===== config.mk =====
export PLATFORM = sky130hd
export DESIGN_NAME = consecutive_point_distance_unit_flat
export DESIGN_NICKNAME = d
export VERILOG_FILES = /design/src/rtl/cpd_pkg.sv /design/src/rtl/cpd_if.sv /design/src/rtl/cpd_ctrl.sv /design/src/rtl/cpd_dp.sv /design/src/rtl/consecutive_point_distance_unit.sv /design/src/flat_wrapper.sv
export SDC_FILE = /design/constraint.sdc
export NUM_CORES = 1
export LEC_CHECK = 0
export BUFFER_PORTS_ARGS = -buffer_cell sky130_fd_sc_hd__buf_4
export CORE_MARGIN = 2
export CORE_UTILIZATION = 45
export CTS_CLUSTER_DIAMETER = 100
export DETAILED_ROUTE_END_ITERATION = 10
export SLEW_MARGIN = 15
export SYNTH_ARGS = -nofsm -noshare
export SYNTH_HDL_FRONTEND = slang
export SYNTH_SLANG_ARGS = --single-unit

===== constraint.sdc =====
create_clock -name i_clk -period 8.3 [get_ports i_clk]
set_input_delay 1.66 -clock i_clk [delete_from_list [all_inputs] [get_ports i_clk]]
set_output_delay 1.66 -clock i_clk [all_outputs]
set_load 0.02 [all_outputs]

===== src/rtl/cpd_pkg.sv =====
`timescale 1ns / 1ps

package cpd_pkg;

    localparam int SAMPLE_WIDTH = 16;
    localparam int DIFF_W       = SAMPLE_WIDTH + 1;
    localparam int DIST_W       = 17;
    localparam int CMP_W        = (DIFF_W > DIST_W) ? DIFF_W : DIST_W;
    localparam int SQ_W         = 2 * DIST_W;
    localparam int SUM_W        = SQ_W + 2;
    localparam int ROOT_W       = SUM_W / 2;
    localparam int REM_W        = ROOT_W + 3;
    localparam int CNT_W        = $clog2(ROOT_W);
    localparam int DIM_W        = 2;

    localparam logic [DIST_W-1:0] DIST_MAX   = {DIST_W{1'b1}};
    localparam logic [DIM_W-1:0]  DIMS_ONE   = 2'd1;
    localparam logic [DIM_W-1:0]  DIMS_TWO   = 2'd2;
    localparam logic [DIM_W-1:0]  DIMS_THREE = 2'd3;

    localparam logic [CNT_W-1:0] SQ_LAST   = CNT_W'(3);
    localparam logic [CNT_W-1:0] ROOT_LAST = CNT_W'(ROOT_W - 1);

    typedef logic signed [SAMPLE_WIDTH-1:0] t_sample;

    typedef enum logic [1:0] {
        AXIS_X,
        AXIS_Y,
        AXIS_Z
    } t_axis;

    typedef enum logic [2:0] {
        ST_IDLE,
        ST_SQUARE,
        ST_ROOT_INIT,
        ST_ROOT,
        ST_FINISH
    } t_state;

    typedef struct packed {
        logic  load;
        logic  mul_en;
        t_axis mul_sel;
        logic  acc_en;
        logic  root_init;
        logic  root_step;
        logic  out_load;
    } t_cmd;

    typedef struct packed {
        logic out_free;
    } t_stat;

endpackage


===== src/rtl/cpd_if.sv =====
`timescale 1ns / 1ps

interface cpd_in_if;
    logic              valid;
    logic              ready;
    cpd_pkg::t_sample  coord_x;
    cpd_pkg::t_sample  coord_y;
    cpd_pkg::t_sample  coord_z;

    modport source (output valid, output coord_x, output coord_y, output coord_z,
                    input ready);
    modport sink   (input valid, input coord_x, input coord_y, input coord_z,
                    output ready);
endinterface

interface cpd_out_if;
    logic                         valid;
    logic                         ready;
    logic [cpd_pkg::DIST_W-1:0]   distance;

    modport source (output valid, output distance, input ready);
    modport sink   (input valid, input distance, output ready);
endinterface


===== src/rtl/cpd_ctrl.sv =====
`timescale 1ns / 1ps

module cpd_ctrl (
    input  logic           i_clk,
    input  logic           i_rst_n,
    input  logic           i_req_valid,
    output logic           o_req_ready,
    input  cpd_pkg::t_stat i_stat,
    output cpd_pkg::t_cmd  o_cmd
);

    cpd_pkg::t_state                r_state;
    cpd_pkg::t_state                n_state;
    logic [cpd_pkg::CNT_W-1:0]      r_cnt;
    logic [cpd_pkg::CNT_W-1:0]      n_cnt;

    always_ff @(posedge i_clk) begin
        if (!i_rst_n) begin
            r_state <= cpd_pkg::ST_IDLE;
            r_cnt   <= '0;
        end else begin
            r_state <= n_state;
            r_cnt   <= n_cnt;
        end
    end

    always_comb begin
        n_state       = r_state;
        n_cnt         = r_cnt;
        o_req_ready   = 1'b0;
        o_cmd         = '0;
        o_cmd.mul_sel = cpd_pkg::AXIS_X;
        unique case (r_state)
            cpd_pkg::ST_IDLE: begin
                o_req_ready = 1'b1;
                if (i_req_valid) begin
                    o_cmd.load = 1'b1;
                    n_cnt      = '0;
                    n_state    = cpd_pkg::ST_SQUARE;
                end
            end
            cpd_pkg::ST_SQUARE: begin
                // multiply one axis per cycle, accumulate each registered product in the next cycle
                o_cmd.mul_en = (r_cnt != cpd_pkg::SQ_LAST);
                o_cmd.acc_en = (r_cnt != '0);
                unique case (r_cnt[1:0])
                    2'd1:    o_cmd.mul_sel = cpd_pkg::AXIS_Y;
                    2'd2:    o_cmd.mul_sel = cpd_pkg::AXIS_Z;
                    default: o_cmd.mul_sel = cpd_pkg::AXIS_X;
                endcase
                if (r_cnt == cpd_pkg::SQ_LAST) begin
                    n_state = cpd_pkg::ST_ROOT_INIT;
                end else begin
                    n_cnt = r_cnt + 1'b1;
                end
            end
            cpd_pkg::ST_ROOT_INIT: begin
                o_cmd.root_init = 1'b1;
                n_cnt           = '0;
                n_state         = cpd_pkg::ST_ROOT;
            end
            cpd_pkg::ST_ROOT: begin
                o_cmd.root_step = 1'b1;
                if (r_cnt == cpd_pkg::ROOT_LAST) begin
                    n_state = cpd_pkg::ST_FINISH;
                end else begin
                    n_cnt = r_cnt + 1'b1;
                end
            end
            cpd_pkg::ST_FINISH: begin
                // hold until the output register is free
                if (i_stat.out_free) begin
                    o_cmd.out_load = 1'b1;
                    n_state        = cpd_pkg::ST_IDLE;
                end
            end
            default: begin
                n_state = cpd_pkg::ST_IDLE;
            end
        endcase
    end

endmodule


===== src/rtl/cpd_dp.sv =====
`timescale 1ns / 1ps

module cpd_dp (
    input  logic                         i_clk,
    input  logic                         i_rst_n,
    input  logic                         i_cfg_we,
    input  logic [cpd_pkg::DIM_W-1:0]    i_cfg_wdata,
    input  cpd_pkg::t_sample             i_coord_x,
    input  cpd_pkg::t_sample             i_coord_y,
    input  cpd_pkg::t_sample             i_coord_z,
    input  cpd_pkg::t_cmd                i_cmd,
    output cpd_pkg::t_stat               o_stat,
    input  logic                         i_out_ready,
    output logic                         o_out_valid,
    output logic [cpd_pkg::DIST_W-1:0]   o_distance
);

    logic [cpd_pkg::DIM_W-1:0]   r_dims;
    cpd_pkg::t_sample            r_prev_x;
    cpd_pkg::t_sample            r_prev_y;
    cpd_pkg::t_sample            r_prev_z;
    logic [cpd_pkg::DIST_W-1:0]  r_dx;
    logic [cpd_pkg::DIST_W-1:0]  r_dy;
    logic [cpd_pkg::DIST_W-1:0]  r_dz;
    logic                        r_sat;
    logic [cpd_pkg::SQ_W-1:0]    r_prod;
    logic [cpd_pkg::SUM_W-1:0]   r_acc;
    logic [cpd_pkg::SUM_W-1:0]   r_rad;
    logic [cpd_pkg::REM_W-1:0]   r_rem;
    logic [cpd_pkg::ROOT_W-1:0]  r_root;
    logic                        r_out_valid;
    logic [cpd_pkg::DIST_W-1:0]  r_out;

    logic                        use_y;
    logic                        use_z;
    logic [cpd_pkg::CMP_W-1:0]   dx_full;
    logic [cpd_pkg::CMP_W-1:0]   dy_full;
    logic [cpd_pkg::CMP_W-1:0]   dz_full;
    logic                        any_sat;
    logic [cpd_pkg::DIST_W-1:0]  mul_op;
    logic [cpd_pkg::REM_W-1:0]   trial;
    logic [cpd_pkg::REM_W-1:0]   test;
    logic                        root_big;

    function automatic logic [cpd_pkg::CMP_W-1:0] abs_diff(
        input cpd_pkg::t_sample a,
        input cpd_pkg::t_sample b
    );
        logic signed [cpd_pkg::DIFF_W-1:0] d;
        d = cpd_pkg::DIFF_W'(a) - cpd_pkg::DIFF_W'(b);
        if (d < 0) begin
            d = -d;
        end
        return cpd_pkg::CMP_W'(unsigned'(d));
    endfunction

    assign use_y   = (r_dims == cpd_pkg::DIMS_TWO) || (r_dims == cpd_pkg::DIMS_THREE);
    assign use_z   = (r_dims == cpd_pkg::DIMS_THREE);
    assign dx_full = abs_diff(i_coord_x, r_prev_x);
    assign dy_full = use_y ? abs_diff(i_coord_y, r_prev_y) : '0;
    assign dz_full = use_z ? abs_diff(i_coord_z, r_prev_z) : '0;
    assign any_sat = (dx_full > cpd_pkg::CMP_W'(cpd_pkg::DIST_MAX))
                  || (dy_full > cpd_pkg::CMP_W'(cpd_pkg::DIST_MAX))
                  || (dz_full > cpd_pkg::CMP_W'(cpd_pkg::DIST_MAX));

    always_comb begin
        unique case (i_cmd.mul_sel)
            cpd_pkg::AXIS_Y: mul_op = r_dy;
            cpd_pkg::AXIS_Z: mul_op = r_dz;
            default:         mul_op = r_dx;
        endcase
    end

    assign trial    = {r_rem[cpd_pkg::REM_W-3:0], r_rad[cpd_pkg::SUM_W-1 -: 2]};
    assign test     = cpd_pkg::REM_W'({r_root, 2'b01});
    assign root_big = r_sat || (r_root > cpd_pkg::ROOT_W'(cpd_pkg::DIST_MAX));

    always_ff @(posedge i_clk) begin
        if (!i_rst_n) begin
            r_dims      <= cpd_pkg::DIMS_ONE;
            r_prev_x    <= '0;
            r_prev_y    <= '0;
            r_prev_z    <= '0;
            r_out_valid <= 1'b0;
        end else begin
            if (i_cfg_we) begin
                r_dims <= i_cfg_wdata;
            end
            if (i_cmd.load) begin
                r_prev_x <= i_coord_x;
                if (use_y) begin
                    r_prev_y <= i_coord_y;
                end
                if (use_z) begin
                    r_prev_z <= i_coord_z;
                end
            end
            if (i_cmd.out_load) begin
                r_out_valid <= 1'b1;
            end else if (i_out_ready) begin
                r_out_valid <= 1'b0;
            end
        end
    end

    always_ff @(posedge i_clk) begin
        if (i_cmd.load) begin
            r_dx  <= dx_full[cpd_pkg::DIST_W-1:0];
            r_dy  <= dy_full[cpd_pkg::DIST_W-1:0];
            r_dz  <= dz_full[cpd_pkg::DIST_W-1:0];
            r_sat <= any_sat;
            r_acc <= '0;
        end else if (i_cmd.acc_en) begin
            r_acc <= r_acc + cpd_pkg::SUM_W'(r_prod);
        end
        if (i_cmd.mul_en) begin
            r_prod <= mul_op * mul_op;
        end
        if (i_cmd.root_init) begin
            r_rad  <= r_acc;
            r_rem  <= '0;
            r_root <= '0;
        end else if (i_cmd.root_step) begin
            r_rad <= r_rad << 2;
            if (trial >= test) begin
                r_rem  <= trial - test;
                r_root <= {r_root[cpd_pkg::ROOT_W-2:0], 1'b1};
            end else begin
                r_rem  <= trial;
                r_root <= {r_root[cpd_pkg::ROOT_W-2:0], 1'b0};
            end
        end
        if (i_cmd.out_load) begin
            r_out <= root_big ? cpd_pkg::DIST_MAX : r_root[cpd_pkg::DIST_W-1:0];
        end
    end

    assign o_stat.out_free = !r_out_valid || i_out_ready;
    assign o_out_valid     = r_out_valid;
    assign o_distance      = r_out;

endmodule


===== src/rtl/consecutive_point_distance_unit.sv =====
`timescale 1ns / 1ps
// Per request: square and accumulate the axis differences, root set-up, 18 root
// iterations at one bit per cycle, then the output load once the output is free.
// A new request is accepted only after the previous result has been loaded.
// Reset (synchronous, active low): previous point to the origin, dimensions to 1,
// no result pending.

module consecutive_point_distance_unit (
    input  logic                       i_clk,
    input  logic                       i_rst_n,
    input  logic                       i_cfg_we,
    input  logic [cpd_pkg::DIM_W-1:0]  i_cfg_wdata,
    cpd_in_if.sink                     i_point,
    cpd_out_if.source                  o_dist
);

    cpd_pkg::t_cmd   cmd;
    cpd_pkg::t_stat  stat;
    logic            req_ready;

    cpd_ctrl u_ctrl (
        .i_clk       (i_clk),
        .i_rst_n     (i_rst_n),
        .i_req_valid (i_point.valid),
        .o_req_ready (req_ready),
        .i_stat      (stat),
        .o_cmd       (cmd)
    );

    cpd_dp u_dp (
        .i_clk       (i_clk),
        .i_rst_n     (i_rst_n),
        .i_cfg_we    (i_cfg_we),
        .i_cfg_wdata (i_cfg_wdata),
        .i_coord_x   (i_point.coord_x),
        .i_coord_y   (i_point.coord_y),
        .i_coord_z   (i_point.coord_z),
        .i_cmd       (cmd),
        .o_stat      (stat),
        .i_out_ready (o_dist.ready),
        .o_out_valid (o_dist.valid),
        .o_distance  (o_dist.distance)
    );

    assign i_point.ready = req_ready;

`ifndef SYNTHESIS
    a_busy_after_req: assert property (@(posedge i_clk) disable iff (!i_rst_n)
        i_point.valid && i_point.ready |=> !i_point.ready)
        else $error("request accepted while previous one still in progress");

    a_no_overwrite: assert property (@(posedge i_clk) disable iff (!i_rst_n)
        cmd.out_load |-> stat.out_free)
        else $error("pending result overwritten");

    a_mul_not_idle: assert property (@(posedge i_clk) disable iff (!i_rst_n)
        cmd.mul_en || cmd.root_step |-> !i_point.ready)
        else $error("datapath active while controller idle");

    a_load_only_on_req: assert property (@(posedge i_clk) disable iff (!i_rst_n)
        cmd.load |-> i_point.valid && i_point.ready)
        else $error("point loaded without an accepted request");
`endif

endmodule

===== src/flat_wrapper.sv =====
// flat-port wrapper written by rule: the top's interface ports become plain ports
module consecutive_point_distance_unit_flat 
  (i_clk, i_rst_n, i_cfg_we, i_cfg_wdata, i_point_valid, i_point_coord_x, i_point_coord_y, i_point_coord_z, i_point_ready, o_dist_valid, o_dist_distance, o_dist_ready);
  cpd_in_if i_point_i ();
  cpd_out_if o_dist_i ();
  input  logic i_clk;
  input  logic i_rst_n;
  input  logic i_cfg_we;
  input  logic [cpd_pkg::DIM_W-1:0] i_cfg_wdata;
  input wire logic [$bits(i_point_i.valid)-1:0] i_point_valid;
  input wire logic [$bits(i_point_i.coord_x)-1:0] i_point_coord_x;
  input wire logic [$bits(i_point_i.coord_y)-1:0] i_point_coord_y;
  input wire logic [$bits(i_point_i.coord_z)-1:0] i_point_coord_z;
  output wire logic [$bits(i_point_i.ready)-1:0] i_point_ready;
  output wire logic [$bits(o_dist_i.valid)-1:0] o_dist_valid;
  output wire logic [$bits(o_dist_i.distance)-1:0] o_dist_distance;
  input wire logic [$bits(o_dist_i.ready)-1:0] o_dist_ready;
  assign i_point_i.valid = i_point_valid;
  assign i_point_i.coord_x = i_point_coord_x;
  assign i_point_i.coord_y = i_point_coord_y;
  assign i_point_i.coord_z = i_point_coord_z;
  assign i_point_ready = i_point_i.ready;
  assign o_dist_valid = o_dist_i.valid;
  assign o_dist_distance = o_dist_i.distance;
  assign o_dist_i.ready = o_dist_ready;
  consecutive_point_distance_unit u_core (.i_clk(i_clk), .i_rst_n(i_rst_n), .i_cfg_we(i_cfg_we), .i_cfg_wdata(i_cfg_wdata), .i_point(i_point_i), .o_dist(o_dist_i));
endmodule

==> results of run 1 <==
## flip-flops by register name, summed over array words and instances (netlist names), 2 cells and up
register	flops
u_core.u_dp.r_acc	36
u_core.u_dp.r_rad	36
u_core.u_dp.r_prod	33
u_core.u_dp.r_rem	19
u_core.u_dp.r_root	18
u_core.u_dp.o_distance	17
u_core.u_dp.r_dx	17
u_core.u_dp.r_dy	17
u_core.u_dp.r_dz	17
u_core.u_dp.r_prev_x	16
u_core.u_dp.r_prev_y	16
u_core.u_dp.r_prev_z	16
u_core.u_ctrl.r_cnt	5
u_core.u_ctrl.r_state	3
u_core.u_dp.r_dims	2
## what timing repair did
action                                  in CTS  in global routing
endpoints found under the setup margin       2                 13
cloned                                       0                  0
resized for setup                            2                  9
## metal layers
layer / up-vias / share of wire (%)
met1: 8812 / 46
met3: 81 / 3.9
met2: 348 / 47
met5: - / 0
li1: 9264 / -
met4: 0 / 2.8
## stage by stage
| stage | hold WS (ps) | cells | setup slack, ps |
|---|---|---|---|
| 4_1_cts | 465 | 3507 | 76.8 |
| 6_report | 462 | 3507 | 607 |
| 3_3_place_gp | 451 | 3443 | 78.0 |
| 5_1_grt | 477 | 3507 | 81.6 |
| 2_1_floorplan | 430 | 2716 | 390 |
| 3_5_place_dp | 457 | 3443 | -86.9 |
## cell usage after synthesis (all sizes together), types with 7 or more instances
library cell / number
a211oi: 13
a21boi: 59
a21o: 41
a21oi: 131
a221oi: 7
a22oi: 19
a31oi: 17
and2: 15
and3: 23
buf: 14
clkbuf: 74
dfxtp: 132
edfxtp: 138
fa: 195
ha: 216
inv: 413
mux2: 34
mux2i: 14
nand2: 355
nand2b: 18
nand3: 45
nand3b: 7
nand4: 11
nor2: 168
nor2b: 23
nor3: 45
nor4: 9
o211ai: 13
o21a: 32
o21ai: 132
o21bai: 14
o22ai: 20
o31ai: 9
or2: 7
or3: 35
xnor2: 91
xor2: 45
## worst reg2reg max path, delay by kind of cell (launching register included)
kind / cells / cell delay, ps
and+or+nand+nor: 8 / 1690
buffers and inverters: 6 / 640
xor gates and xnor gates: 1 / 150
AOI/OAI and AO/OA: 4 / 1060
DFF: 1 / 350
adders and majority gates: 8 / 3540
## final timing paths
check	cells past startpoint	endpoint	slack, ps	start
max	27	u_core.u_dp.r_prod[33]	610	u_core.u_ctrl.r_state[2]
min	2	u_core.u_dp.r_prev_y[7]	460	u_core.u_dp.r_prev_y[7]
max reg2reg	27	u_core.u_dp.r_prod[33]	610	u_core.u_ctrl.r_state[2]
min reg2reg	2	u_core.u_dp.r_prev_y[7]	460	u_core.u_dp.r_prev_y[7]
## final cells by class
type                       instances  share of cell area [%]
multi-input combinational       1940                    58.0
sequential                       270                    25.2
inverter                         418                    5.84
clock buffer                      45                    3.59
timing repair buffer             119                    3.37
tap                              696                    3.24
clock inverter                    19                   0.763
## cells by family after synthesis
| family | synth area share, % |
|---|---|
| compound gates | 15.1 |
| xor+xnor | 4.91 |
| fa+ha+maj | 27.3 |
| buf+inv | 7.89 |
| flops | 28.0 |
| mux | 2.16 |
| other cells | 0.0155 |
| simple gates | 14.7 |
==> metrics, run 1 <==
CP Data Arrival Time 7980 ps; antenna cells 0; met3 Use GR 2.63%; row count 85; GRT met2 Usage 33.8%; vias per cell 5.28; Vias 18.5k; commonest non-fill, non-tap cells in the layout inv_1, nand2_1, ha_1; WL/cell 15.7 microns; area leader, netlist edfxtp_1; Worst-Margin Slew 1100 ps; GR peak layer met2; first-pass GRT wire length 92100 microns; total core area 0.0535 sq mm; CTS tree yes; RSZ-0062 raised after global routing false; CP bufs+invs 6; fin. max-slew vios 0; Worst-path clk slew 60 ps; Skew-Pair Late Insertion Delay 550 ps; library cells used by synthesis 81; setup TNS 0 ps; Max-cap violations 0; FF+latch area 0.00679 sq mm; Ports 74; Clock Skew 26.6 ps; Yosys Warn Count 0; CP Class reg -> reg; Final Hold Viols 0; TritonCTS Buffers 35; CTS Root Cell clkbuf_16; worst-path maximum fanout 37; GRT overflow 0; top-area cell type share of the netlist area 17.1%; share of layout cells above drive strength 1 8.86%; CP Capture Type flop; DP Area 0.0257 sq mm; global routing usage on met1 26.6%; Final Cycle Share 92.7%; Initial DRC Count 1017; Synth Net Count 3182; Total Wirelength 55000 microns; average size of a mapped cell 8.93 sq um; clock sink total 270; area grow syn2layout 10.9%; Die Ht 236 microns; share of synthesized registers carrying an async set or reset 0%; critical path's largest stage delay 540 ps; routability cong. 0.896; DRT antenna net count 0; clk buf depth 3; Synth Instances 2716; Starting Density 45.3%; outcome finished clean; largest net degree at the start of global routing 58; multi-input logic area 0.0156 sq mm; sequential share of the synthesized area 28.0%; Setup Viol. Count Final 0; vias in the first global route 18.6k; Filler Cell Count 4943; Nets 3250; Top Family by Delay on Critical Path adder cells; hold crit path type reg -> reg; initial antenna violation count 2; Core Util, Final 50.3%; predominant post-synthesis flop cell edfxtp_1; port bufs 73; hold_buf cts 0; final instance area 0.0269 sq mm; H-tree Lvls 2; FMAX 130 MHz; slew margin rel. 26.0%; min Tclk post-route 7690 ps; number of detailed-route iterations in the first pass 5; Post-synth EDFFs 138; Critical Path Source Type flop; Final HPWL DP 43400 microns; gr usage total 20.0%; Cell Area, Synth 0.0242 sq mm; die area 0.0557 sq mm; most used cell, CP fa_1; die width 236 microns; postcts setup bufs 0; #FFs+latches synth 270; DRC violations left 0; commonest non-fill, non-tap cell in the layout inv_1; Worst Path Required 8590 ps; CP max stage cell fa_1; main area contributors after synthesis edfxtp_1, fa_1, ha_1
Power of run 1 is left out: the tool's default activity adds up to more than one toggle a clock period on the data nets, which glitch-free logic cannot reach.
==> run 2, diff against run 1 <==
CORE_UTILIZATION = 41   (was 45)
==> metrics, run 2 (synthesized netlist as in run 1, its figures left out) <==
outcome finished clean; routability cong. 0.900; die area 0.0611 sq mm; GRT met2 Usage 31.1%; most used cell, CP fa_1; hold path cells 2; r2r endpoint u_core.u_dp.r_prod[33]; Hold Crit Start u_core.u_dp.r_prev_y[3]; flop2flop setup slack 490 ps; CP Class reg -> reg; Setup Viol. Count Final 0; port bufs 73; RSZ-0062 raised after global routing false; Die Ht 247 microns; Max-cap violations 0; hold_buf cts 0; largest net degree at the start of global routing 58; Vias 18.5k; CP max stage cell fa_1; vias in the first global route 18.5k; global routing usage on met1 24.4%; Starting Density 41.3%; gr usage total 18.1%; Core Util, Final 45.7%; WL/cell 15.4 microns; first-pass GRT wire length 91400 microns; total core area 0.0587 sq mm; final instance area 0.0268 sq mm; clock sink total 270; commonest non-fill, non-tap cell in the layout inv_1; CP Capture Type flop; Skew-Pair Late Insertion Delay 590 ps; Nets 3240; critical path's largest stage delay 570 ps; Clock Skew 33.2 ps; antenna cells 0; H-tree Lvls 1; number of detailed-route iterations in the first pass 5; share of layout cells above drive strength 1 8.54%; Worst-Margin Slew 1070 ps; fin cells 3570; Total Wirelength 54800 microns; min Tclk post-route 7810 ps; Ports 74; hold slack 463 ps; CP Data Arrival Time 8160 ps; vias per cell 5.18; R2R cell count 28; DRC violations left 0; worst-path maximum fanout 32; TritonCTS Buffers 30; CTS tree yes; hold crit path type reg -> reg; GRT overflow 0; Worst-path clk slew 60 ps; Final Cycle Share 94.1%; row count 89; initial antenna violation count 2; GR peak layer met2; Critical Path Source Type flop; Regs by FF count u_core.u_dp.r_acc (36), u_core.u_dp.r_rad (36), u_core.u_dp.r_prod (33); Worst Path Required 8640 ps; die width 247 microns; DRT antenna net count 0; FMAX 128 MHz; area grow syn2layout 10.7%; Final Hold Viols 0; reg2reg start u_core.u_ctrl.r_state[0]; WHS Endpoint u_core.u_dp.r_prev_y[3]; fin. max-slew vios 0; Initial DRC Count 886; DP Area 0.0257 sq mm; commonest non-fill, non-tap cells in the layout inv_1, nand2_1, ha_1; met3 Use GR 2.02%; CTS Root Cell clkbuf_16; Final HPWL DP 43500 microns; slew margin rel. 28.5%; Placed Cells 3515; clk buf depth 3
==> run 2: cell types whose count changed in the layout (fill, tap and decap cells not counted), sizes merged <==
cell,delta
buf,-5
bufinv,+2
inv,-4
clkinvlp,+1
clkbuf,-8
==> run 2: worst max-delay path by stage <==
stage / startpoint / endpoint / slack, ps / depth (start not counted)
2_1_floorplan: u_core.u_ctrl.r_state[2] / u_core.u_dp.r_prod[33] / 390 / 28
3_3_place_gp: u_core.u_ctrl.r_state[0] / u_core.u_dp.r_prod[33] / 100 / 26
3_5_place_dp: u_core.u_ctrl.r_state[0] / u_core.u_dp.r_prod[33] / -60 / 26
4_1_cts: u_core.u_ctrl.r_state[0] / u_core.u_dp.r_prod[33] / 30 / 28
5_1_grt: u_core.u_ctrl.r_state[0] / u_core.u_dp.r_prod[28] / 0.8 / 27
6_report: u_core.u_ctrl.r_state[0] / u_core.u_dp.r_prod[33] / 490 / 28
==> run 2: stage by stage <==
step	TNS (ps)	setup slack, ps
2_1_floorplan	0	390
3_3_place_gp	0	102
3_5_place_dp	-115	-63.2
4_1_cts	0	28.2
5_1_grt	0	0.833
6_report	0	486
==> run 2: layer usage <==
layer / vias up / part of all wire, %
met5: - / 0
met4: 0 / 2.3
met3: 84 / 3.9
met2: 367 / 47
met1: 8790 / 47
li1: 9245 / -
==> run 2: cell type report <==
| class | instances | area, sq um |
|---|---|---|
| Clock buffer | 37 | 817 |
| Timing Repair Buffer | 114 | 856 |
| Clock inverter | 18 | 245 |
| Fill cell | 5557 | 31900 |
| Sequential cell | 270 | 6790 |
| Tap cell | 773 | 967 |
| Multi-Input combinational cell | 1940 | 15600 |
| Inverter | 418 | 1570 |
==> run 2: timing repair <==
action,in CTS,in global routing
pin swaps,0,1
resized for setup,2,8
endpoints found under the setup margin,2,15
buffers inserted,0,0
==> run 2: critical path: cells and delay by family, from the launching register on <==
kind	cells	cell delay [ps]
adders and majority gates	8	3780
and+or+nand+nor	8	1390
AOI/OAI and AO/OA	4	1070
buffers and inverters	7	760
DFF	1	390
xor gates and xnor gates	1	140
Power of run 2 is left out for the same reason.
==> run 3, diff against run 2 <==
CORE_ASPECT_RATIO = 1.4   (was unset)
PLACE_DENSITY = 0.63   (was unset)
SYNTH_HIERARCHICAL = 1   (was unset)
==> metrics, run 3 <==
fin. max-slew vios 0; Synth Net Count 3108; R2R cell count 33; commonest non-fill, non-tap cells in the layout inv_1, nand2_1, ha_1; Worst Path Required 8670 ps; Starting Density 41.5%; Final HPWL DP 44400 microns; Max-cap violations 0; top-area cell type share of the netlist area 17.0%; mux contribution to synthesized area 4.41%; Regs by FF count u_core/u_dp/r_acc (36), u_core/u_dp/r_rad (36), u_core/u_dp/r_prod (33); adder-cell share of the synthesized area 27.0%; clk buf depth 3; average size of a mapped cell 9.23 sq um; Final Hold Viols 0; predominant post-synthesis flop cell edfxtp_1; sequential share of the synthesized area 27.8%; Critical Path Source Type flop; first-pass GRT wire length 91200 microns; die area 0.0615 sq mm; commonest non-fill, non-tap cell in the layout inv_1; number of detailed-route iterations in the first pass 5; XOR/XNOR share of the synthesized area 4.99%; Clock Skew 47.6 ps; Vias 18.2k; most used cell, CP inv_1; largest net degree at the start of global routing 67; Yosys Warn Count 6; vias per cell 5.21; Skew-Pair Late Insertion Delay 620 ps; most common cell in the netlist inv_1; antenna cells 0; initial antenna violation count 0; TritonCTS Buffers 31; Cell Area, Synth 0.0244 sq mm; clock sink total 270; vias in the first global route 19.2k; post-synthesis simple-gate area fraction 14.0%; Ports 74; largest family of logic cells by synthesized area adder cells; DRT antenna net count 0; Post-synth EDFFs 138; CP max stage cell fa_1; outcome finished clean; RSZ-0062 raised after global routing false; Worst-path clk slew 70 ps; FMAX 127 MHz; Final Cycle Share 95.0%; Synth Instances 2643; hold_buf cts 0; CTS Root Cell clkbuf_16; main area contributors after synthesis edfxtp_1, fa_1, ha_1; share of layout cells above drive strength 1 9.49%; routability cong. 0.902; Resize count post-CTS 0; share of synthesized registers carrying an async set or reset 0%; CP Data Arrival Time 8250 ps; min Tclk post-route 7880 ps; area grow syn2layout 10.8%; worst-path maximum fanout 13; setup TNS 0 ps; Total Wirelength 54700 microns; Worst-Margin Slew 1080 ps; Setup Viol. Count Final 0; H-tree Lvls 1; Compound-Gate Fraction of Synth Area 14.3%; CTS tree yes; WL/cell 15.7 microns; total core area 0.0587 sq mm; GRT overflow 0; Nets 3180; hold crit path type reg -> reg; DRC violations left 0; Die Ht 293 microns; critical path's largest stage delay 530 ps; die width 210 microns; hold path cells 2; CP Capture Type flop; Initial DRC Count 720; gr usage total 17.9%; library cells used by synthesis 89; #FFs+latches synth 270; postcts setup bufs 0; row count 105; CP Class reg -> reg; slew margin rel. 27.9%; port bufs 73; area leader, netlist edfxtp_1; Synth top cells by count inv_1, nand2_1, ha_1
[run 3: kinds of logic (layout without fill, tap and decap cells)]
kind of cell    after synthesis  after routing
simple gates                727            727
xor+xnor                    139            139
fa+ha+maj                   410            410
other cells                   1              1
buf+inv                     474            571
flops                       270            270
mux                         103            103
compound gates              519            519
[run 3: metal layers]
metal	part of all wire (%)	GRT usage, %
met3	2.7	1.57
met2	53	34.6
met1	41	20.0
met4	3.5	6.76
met5	0	0
[run 3: cell type report]
| cell class | instances | area [sq um] |
|---|---|---|
| Clock buffer | 38 | 826 |
| Clock inverter | 20 | 188 |
| Fill cell | 5494 | 31700 |
| Inverter | 387 | 1450 |
| Multi-Input combinational cell | 1899 | 15900 |
| Sequential cell | 270 | 6790 |
| Tap cell | 749 | 937 |
| Timing Repair Buffer | 126 | 958 |
[run 3: worst max-delay path, delay by kind of cell, from the launching register on]
kind	cells	cell delay, ps
flip-flops	1	410
XOR/XNOR	1	90
adder cells (fa/ha/maj)	9	3660
AND/OR/NAND/NOR	3	480
buffers and inverters	11	1180
AO/OA/AOI/OAI	9	1750
[run 3: worst paths after layout]
path | startpoint | end | slack (ps)
worst max-delay path | u_core/u_ctrl/r_cnt[1] | u_core/u_dp/r_prod[33] | 420
worst min-delay path | u_core/u_dp/r_prev_y[9] | u_core/u_dp/r_prev_y[9] | 460
worst max register to register | u_core/u_ctrl/r_cnt[1] | u_core/u_dp/r_prod[33] | 420
worst min register to register | u_core/u_dp/r_prev_y[9] | u_core/u_dp/r_prev_y[9] | 460
[run 3: metrics by stage]
| stage | util (%) | hold WS, ps | cell area (sq um) | instances | worst slack, ps |
|---|---|---|---|---|---|
| 2_1_floorplan | - | 433 | 24400 | 2643 | 85.9 |
| 3_3_place_gp | 44.2 | 451 | 26000 | 3431 | 243 |
| 3_5_place_dp | 44.2 | 457 | 26000 | 3431 | 37.6 |
| 4_1_cts | 46.0 | 466 | 27000 | 3489 | 21.8 |
| 5_1_grt | 46.0 | 484 | 27000 | 3489 | 8.31 |
| 6_report | 46.0 | 461 | 27000 | 3489 | 415 |
Power of run 3 is left out for the same reason.
